## src/design/kms_pkg.sv

```systemverilog
// ----------------------------------------------------------------------------
// kms_pkg
// Shared types, operation codes and defaults for the keyboard matrix scanner.
// ----------------------------------------------------------------------------
package kms_pkg;

   // Default matrix sizes
   localparam int MAIN_ROWS_DEF  = 8;
   localparam int EXTRA_ROWS_DEF = 4;

   // Column counts of the two matrices
   localparam int MAIN_COLS  = 8;
   localparam int EXTRA_COLS = 4;

   // Extra matrix keeps only the low nibble of its select and read data
   localparam logic [EXTRA_COLS-1:0] NIBBLE_MASK = 4'hF;

   // Operation codes
   localparam logic [1:0] OP_KEY_EVENT  = 2'd0;
   localparam logic [1:0] OP_MAIN_SEL   = 2'd1;
   localparam logic [1:0] OP_EXTRA_SEL  = 2'd2;

   // Request transaction
   typedef struct packed {
      logic [1:0] op;
      logic       in_extra;
      logic [2:0] key_row;
      logic [2:0] key_col;
      logic       pressed;
      logic [7:0] mask_value;
   } req_type;

   // Response transaction
   typedef struct packed {
      logic [MAIN_COLS-1:0]  main_data;
      logic [EXTRA_COLS-1:0] extra_data;
   } rsp_type;

endpackage

```

## src/design/keyboard_matrix_scanner_core.sv

```systemverilog
// ----------------------------------------------------------------------------
// keyboard_matrix_scanner_core
// Main and extra key matrices with active-low row selects and read ports.
// ----------------------------------------------------------------------------
// An accepted request is held in the request register; the response strobe and
// data are registered from it in the response register, where the receiver takes them.
// Throughput: one transaction per cycle; busy never rises, since the key
// update and the row OR tree fit between the request and response registers.
// The receiver cannot stall; each response is shown for exactly one cycle.
// Reset (synchronous) releases all keys, deselects all rows, drops pending work.
module keyboard_matrix_scanner_core
   import kms_pkg::*;
#(
   parameter int MAIN_ROWS  = MAIN_ROWS_DEF,
   parameter int EXTRA_ROWS = EXTRA_ROWS_DEF
) (
   input  logic    clock,
   input  logic    reset,
   input  logic    start,
   output logic    busy,
   input  req_type req_data,
   output logic    rsp_valid,
   output rsp_type rsp_data
);

   // Extra rows that a 4-bit select can reach
   localparam int EXTRA_SCAN = (EXTRA_ROWS < EXTRA_COLS) ? EXTRA_ROWS : EXTRA_COLS;

   // Request stage
   logic    req_valid_ff;
   req_type req_ff;

   // Key and select state
   logic [MAIN_COLS-1:0]  main_keys_ff  [MAIN_ROWS];
   logic [MAIN_COLS-1:0]  main_keys_in  [MAIN_ROWS];
   logic [EXTRA_COLS-1:0] extra_keys_ff [EXTRA_ROWS];
   logic [EXTRA_COLS-1:0] extra_keys_in [EXTRA_ROWS];
   logic [7:0]            main_sel_ff;
   logic [7:0]            main_sel_in;
   logic [EXTRA_COLS-1:0] extra_sel_ff;
   logic [EXTRA_COLS-1:0] extra_sel_in;

   // Response stage
   logic    rsp_valid_ff;
   rsp_type rsp_ff;
   rsp_type rsp_in;

   logic [MAIN_COLS-1:0]  main_acc;
   logic [EXTRA_COLS-1:0] extra_acc;

   assign busy = 1'b0;

   // Capture the request transaction
   always_ff @(posedge clock) begin
      if (reset) begin
         req_valid_ff <= 1'b0;
      end else begin
         req_valid_ff <= start && !busy;
      end
      if (start && !busy) begin
         req_ff <= req_data;
      end
   end

   // Apply the operation to produce next state
   always_comb begin
      main_keys_in  = main_keys_ff;
      extra_keys_in = extra_keys_ff;
      main_sel_in   = main_sel_ff;
      extra_sel_in  = extra_sel_ff;
      if (req_valid_ff) begin
         case (req_ff.op)
            OP_KEY_EVENT: begin
               if (req_ff.in_extra) begin
                  for (int r = 0; r < EXTRA_ROWS; r++) begin
                     if (req_ff.key_row == 3'(r) && !req_ff.key_col[2]) begin
                        extra_keys_in[r][req_ff.key_col[1:0]] = req_ff.pressed;
                     end
                  end
               end else begin
                  for (int r = 0; r < MAIN_ROWS; r++) begin
                     if (req_ff.key_row == 3'(r)) begin
                        main_keys_in[r][req_ff.key_col] = req_ff.pressed;
                     end
                  end
               end
            end
            OP_MAIN_SEL: begin
               main_sel_in = ~req_ff.mask_value;
            end
            OP_EXTRA_SEL: begin
               extra_sel_in = ~req_ff.mask_value[EXTRA_COLS-1:0] & NIBBLE_MASK;
            end
            default: begin
            end
         endcase
      end
   end

   // OR the selected rows of the updated state
   always_comb begin
      main_acc  = '0;
      extra_acc = '0;
      for (int r = 0; r < MAIN_ROWS; r++) begin
         if (main_sel_in[r]) begin
            main_acc = main_acc | main_keys_in[r];
         end
      end
      for (int r = 0; r < EXTRA_SCAN; r++) begin
         if (extra_sel_in[r]) begin
            extra_acc = extra_acc | extra_keys_in[r];
         end
      end
      rsp_in.main_data  = ~main_acc;
      rsp_in.extra_data = ~extra_acc & NIBBLE_MASK;
   end

   // Commit state and register the response
   always_ff @(posedge clock) begin
      if (reset) begin
         for (int r = 0; r < MAIN_ROWS; r++) begin
            main_keys_ff[r] <= '0;
         end
         for (int r = 0; r < EXTRA_ROWS; r++) begin
            extra_keys_ff[r] <= '0;
         end
         main_sel_ff  <= '0;
         extra_sel_ff <= '0;
         rsp_valid_ff <= 1'b0;
      end else begin
         main_keys_ff  <= main_keys_in;
         extra_keys_ff <= extra_keys_in;
         main_sel_ff   <= main_sel_in;
         extra_sel_ff  <= extra_sel_in;
         rsp_valid_ff  <= req_valid_ff;
      end
      if (req_valid_ff) begin
         rsp_ff <= rsp_in;
      end
   end

   assign rsp_valid = rsp_valid_ff;
   assign rsp_data  = rsp_ff;

endmodule

```

## config.mk

```make
export PLATFORM = sky130hd
export DESIGN_NAME = keyboard_matrix_scanner_core
export DESIGN_NICKNAME = d
export VERILOG_FILES = /design/src/design/kms_pkg.sv /design/src/design/keyboard_matrix_scanner_core.sv
export SDC_FILE = /design/constraint.sdc
export NUM_CORES = 1
export LEC_CHECK = 0
export BUFFER_PORTS_ARGS = -buffer_cell sky130_fd_sc_hd__buf_2
export CAP_MARGIN = 0
export CORE_AREA = 2 2 143 145
export CTS_BUF_LIST = sky130_fd_sc_hd__clkbuf_8
export CTS_CLUSTER_DIAMETER = 80
export DETAILED_ROUTE_END_ITERATION = 10
export DIE_AREA = 0 0 145 147
export PLACE_DENSITY_LB_ADDON = 0.08
export SYNTH_ARGS = -nofsm -noshare
export SYNTH_HDL_FRONTEND = slang
export SYNTH_SLANG_ARGS = --single-unit
```

## constraint.sdc

```tcl
create_clock -name clock -period 5.4 [get_ports clock]
set_input_delay 1.08 -clock clock [delete_from_list [all_inputs] [get_ports clock]]
set_output_delay 1.08 -clock clock [all_outputs]
set_load 0.05 [all_outputs]
```

==> metrics <==
status finished, final reports clean; Die Y between 100 and 150 µm; via count around 6.3k; vias in the first global route 6137; Final Worst Setup Slack 2160 ps; Layout area overhead 12.8%; maximum vdd drop about 0.15 mV; total of max-cap violations 0; Hold Crit Class flip-flop to flip-flop; CTS buffer count 17; layout net count 766; drt pass-1 iters 5; GRT Residual Overflow 0; H-tree Lvls 4; DIE AREA between 20000 and 25000 µm²; Yosys Warn Count 0; syn avg cell area 8.77 µm²; Worst-path clk slew roughly 90 ps; Sequential Area 2780 µm²; #FFs+latches synth 124; number of flops mapped to enable cells by yosys 30; R2R depth 5; Cell Pwr Density about 280 nW/µm²; Max Fclk 309 MHz; # IOs 35; CP required 5670 ps; setup bufs post-CTS 0; Synth Cell Area 6430 µm²; Synth async-reset ratio 0%; via/cell ratio 6.14; CTS Sinks 124; Worst Setup EP rsp_data[8]$_DFFE_PP_; CTS Hold Bufs 0; clock skew 11.7 ps; syn_nets 754; dominant synthesized flop cell dfxtp_1; Post-CTS Resized 0; fin. max-slew vios 0; Syn Inst Count 733; top-area cell type share of the netlist area 29.3%; initial antenna violation count 0; Final HPWL DP 17300 µm; R2R setup slack 2160 ps; setup TNS 0 ps; Antenna Nets Post-Route 0; Period Utilization, post-route 60.0%; Core Region 19800 µm²; CTS tree yes; Post-route DRC 0; Clock Tree Root clkbuf_8; Synth area leader dfxtp_1; Final Hold Violating Endpoints 0; Initial Util 32.4%; most frequent cell after synthesis dfxtp_1; DP Worst Slack 2230 ps; Buffers on Ports 33; clk_lat worst skew 470 ps; Inserted Diodes 0; leakage 0.00219 µW; post-synth cell types 73; Tmin final between 3000 and 4000 ps; Slew @ Worst Pin 1110 ps; Crit. End Element flip-flop; layout cells sized above 1 15.6%; num rows 52; DRT iter0 DRCs 821; Worst Path Arrival about 3500 ps; RSZ-0062 raised after global routing false; number of fill cells approximately 2.0k; slew margin rel. 26.1%; sequential area share after synthesis 43.3%; Die Width 145 µm; WS Path Type flip-flop to flip-flop; synth top area cells dfxtp_1 29%, edfxtp_1 14%, a21oi_1 7.0%; global-route usage over all layers 24.1%; first-pass GRT wire length ~39000 µm; final setup fails 0; largest net degree at the start of global routing 95; Max clock buf depth 2; worst r2r src req_valid_ff$_SDFF_PP0_; worst r2r dst rsp_data[8]$_DFFE_PP_; synth cell count leaders 94 x dfxtp_1, 90 x a21oi_1, 57 x o21ai_0; crit-path max FO 27; RD Place Congestion 0.965; Worst Setup SP req_valid_ff$_SDFF_PP0_; Startpoint Class flip-flop; Post-Route WL 25500 µm; multi-input logic area 3360 µm²; WL/cell ~25 µm
-- area by class of cell --
| cell class | instances | area share [%] |
|---|---|---|
| Multi-Input combinational cell | 538 | 46.3 |
| Clock buffer | 17 | 3.23 |
| Inverter | 9 | 0.466 |
| Sequential cell | 124 | 38.4 |
| Tap cell | 270 | 4.66 |
| Timing Repair Buffer | 55 | 4.56 |
| Clock inverter | 15 | 2.38 |
-- cell usage in the layout (no fill, tap or decap), drive strengths merged, types with 4 or more instances in the layout --
| cell type | instances |
|---|---|
| clkbuf | 17 |
| nor3b | 7 |
| nand2b | 4 |
| and4 | 4 |
| edfxtp | 30 |
| dfxtp | 94 |
| nor4 | 11 |
| nor4bb | 4 |
| or3b | 5 |
| nor2b | 14 |
| a21boi | 6 |
| nand3 | 48 |
| nor3 | 13 |
| buf | 55 |
| a21oi | 90 |
| o211ai | 25 |
| nand4b | 8 |
| nand2 | 45 |
| o21a | 4 |
| o31ai | 12 |
| o21ai | 59 |
| o22ai | 5 |
| and3b | 5 |
| nand3b | 8 |
| nor2 | 43 |
| a32oi | 4 |
| mux2 | 8 |
| nand4 | 28 |
| a22oi | 9 |
| inv | 18 |
| and2 | 5 |
| mux2i | 9 |
| o2111ai | 5 |
| and3 | 4 |
| a21o | 4 |
| nor4b | 4 |
-- worst min path at each step --
stage                                start                     endpoint  slack, ps  depth (start not counted)
2_1_floorplan  main_keys_ff[61]$_SDFF_PP0_  main_keys_ff[61]$_SDFF_PP0_        450                          2
3_3_place_gp   main_keys_ff[33]$_SDFF_PP0_  main_keys_ff[33]$_SDFF_PP0_        460                          2
3_5_place_dp   main_keys_ff[45]$_SDFF_PP0_  main_keys_ff[45]$_SDFF_PP0_        470                          2
4_1_cts        main_keys_ff[61]$_SDFF_PP0_  main_keys_ff[61]$_SDFF_PP0_        490                          2
5_1_grt        main_keys_ff[51]$_SDFF_PP0_  main_keys_ff[51]$_SDFF_PP0_        520                          2
6_report       main_keys_ff[15]$_SDFF_PP0_  main_keys_ff[15]$_SDFF_PP0_        480                          2
-- cell families after synthesis --
kind of cell / share of synthesized area (%)
buf+inv: 4.65
compound gates: 24.8
flops: 43.3
simple gates: 23.7
other cells: 0.0583
mux: 3.50
-- through the flow --
step	cells	utilization, %	hold WS (ps)	power, µW	area (µm²)
after floorplan	733	-	449	1120	6430
after global placement	996	34.5	464	1210	6840
after detailed placement	996	34.5	472	1210	6840
after CTS	1028	36.5	486	2070	7250
after global routing	1028	36.5	517	2130	7250
final	1028	36.5	479	2060	7250
-- sequential cells by signal (all words and copies together), names as in the netlist --
name           cells
main_keys_ff      64
req_ff            18
extra_keys_ff     16
rsp_data          12
main_sel_ff        8
extra_sel_ff       4
req_valid_ff       1
rsp_valid          1
-- worst max-delay path, stage by stage (launching register included) --
cell,delay (ps)
dfxtp_1,660
and3b_1,960
mux2i_1,490
a22o_1,340
o31a_1,300
nor4b_1,280
-- layer usage --
layer  part of all wire, %  up-vias  track usage [%]
met1                    43     3089             32.6
met2                    46      331             38.0
met3                   7.1       61             5.00
met5                     0        -                0
met4                   3.0        0             9.06
li1                      -     2833                -
-- where the power goes --
group | internal, µW | total, µW | switching, µW
combinational | 47.6 | 197 | 149
sequential | 965 | 997 | 31.9
clock | 424 | 867 | 443
total | 1440 | 2060 | 624
(Power assumes the default switching activity.)
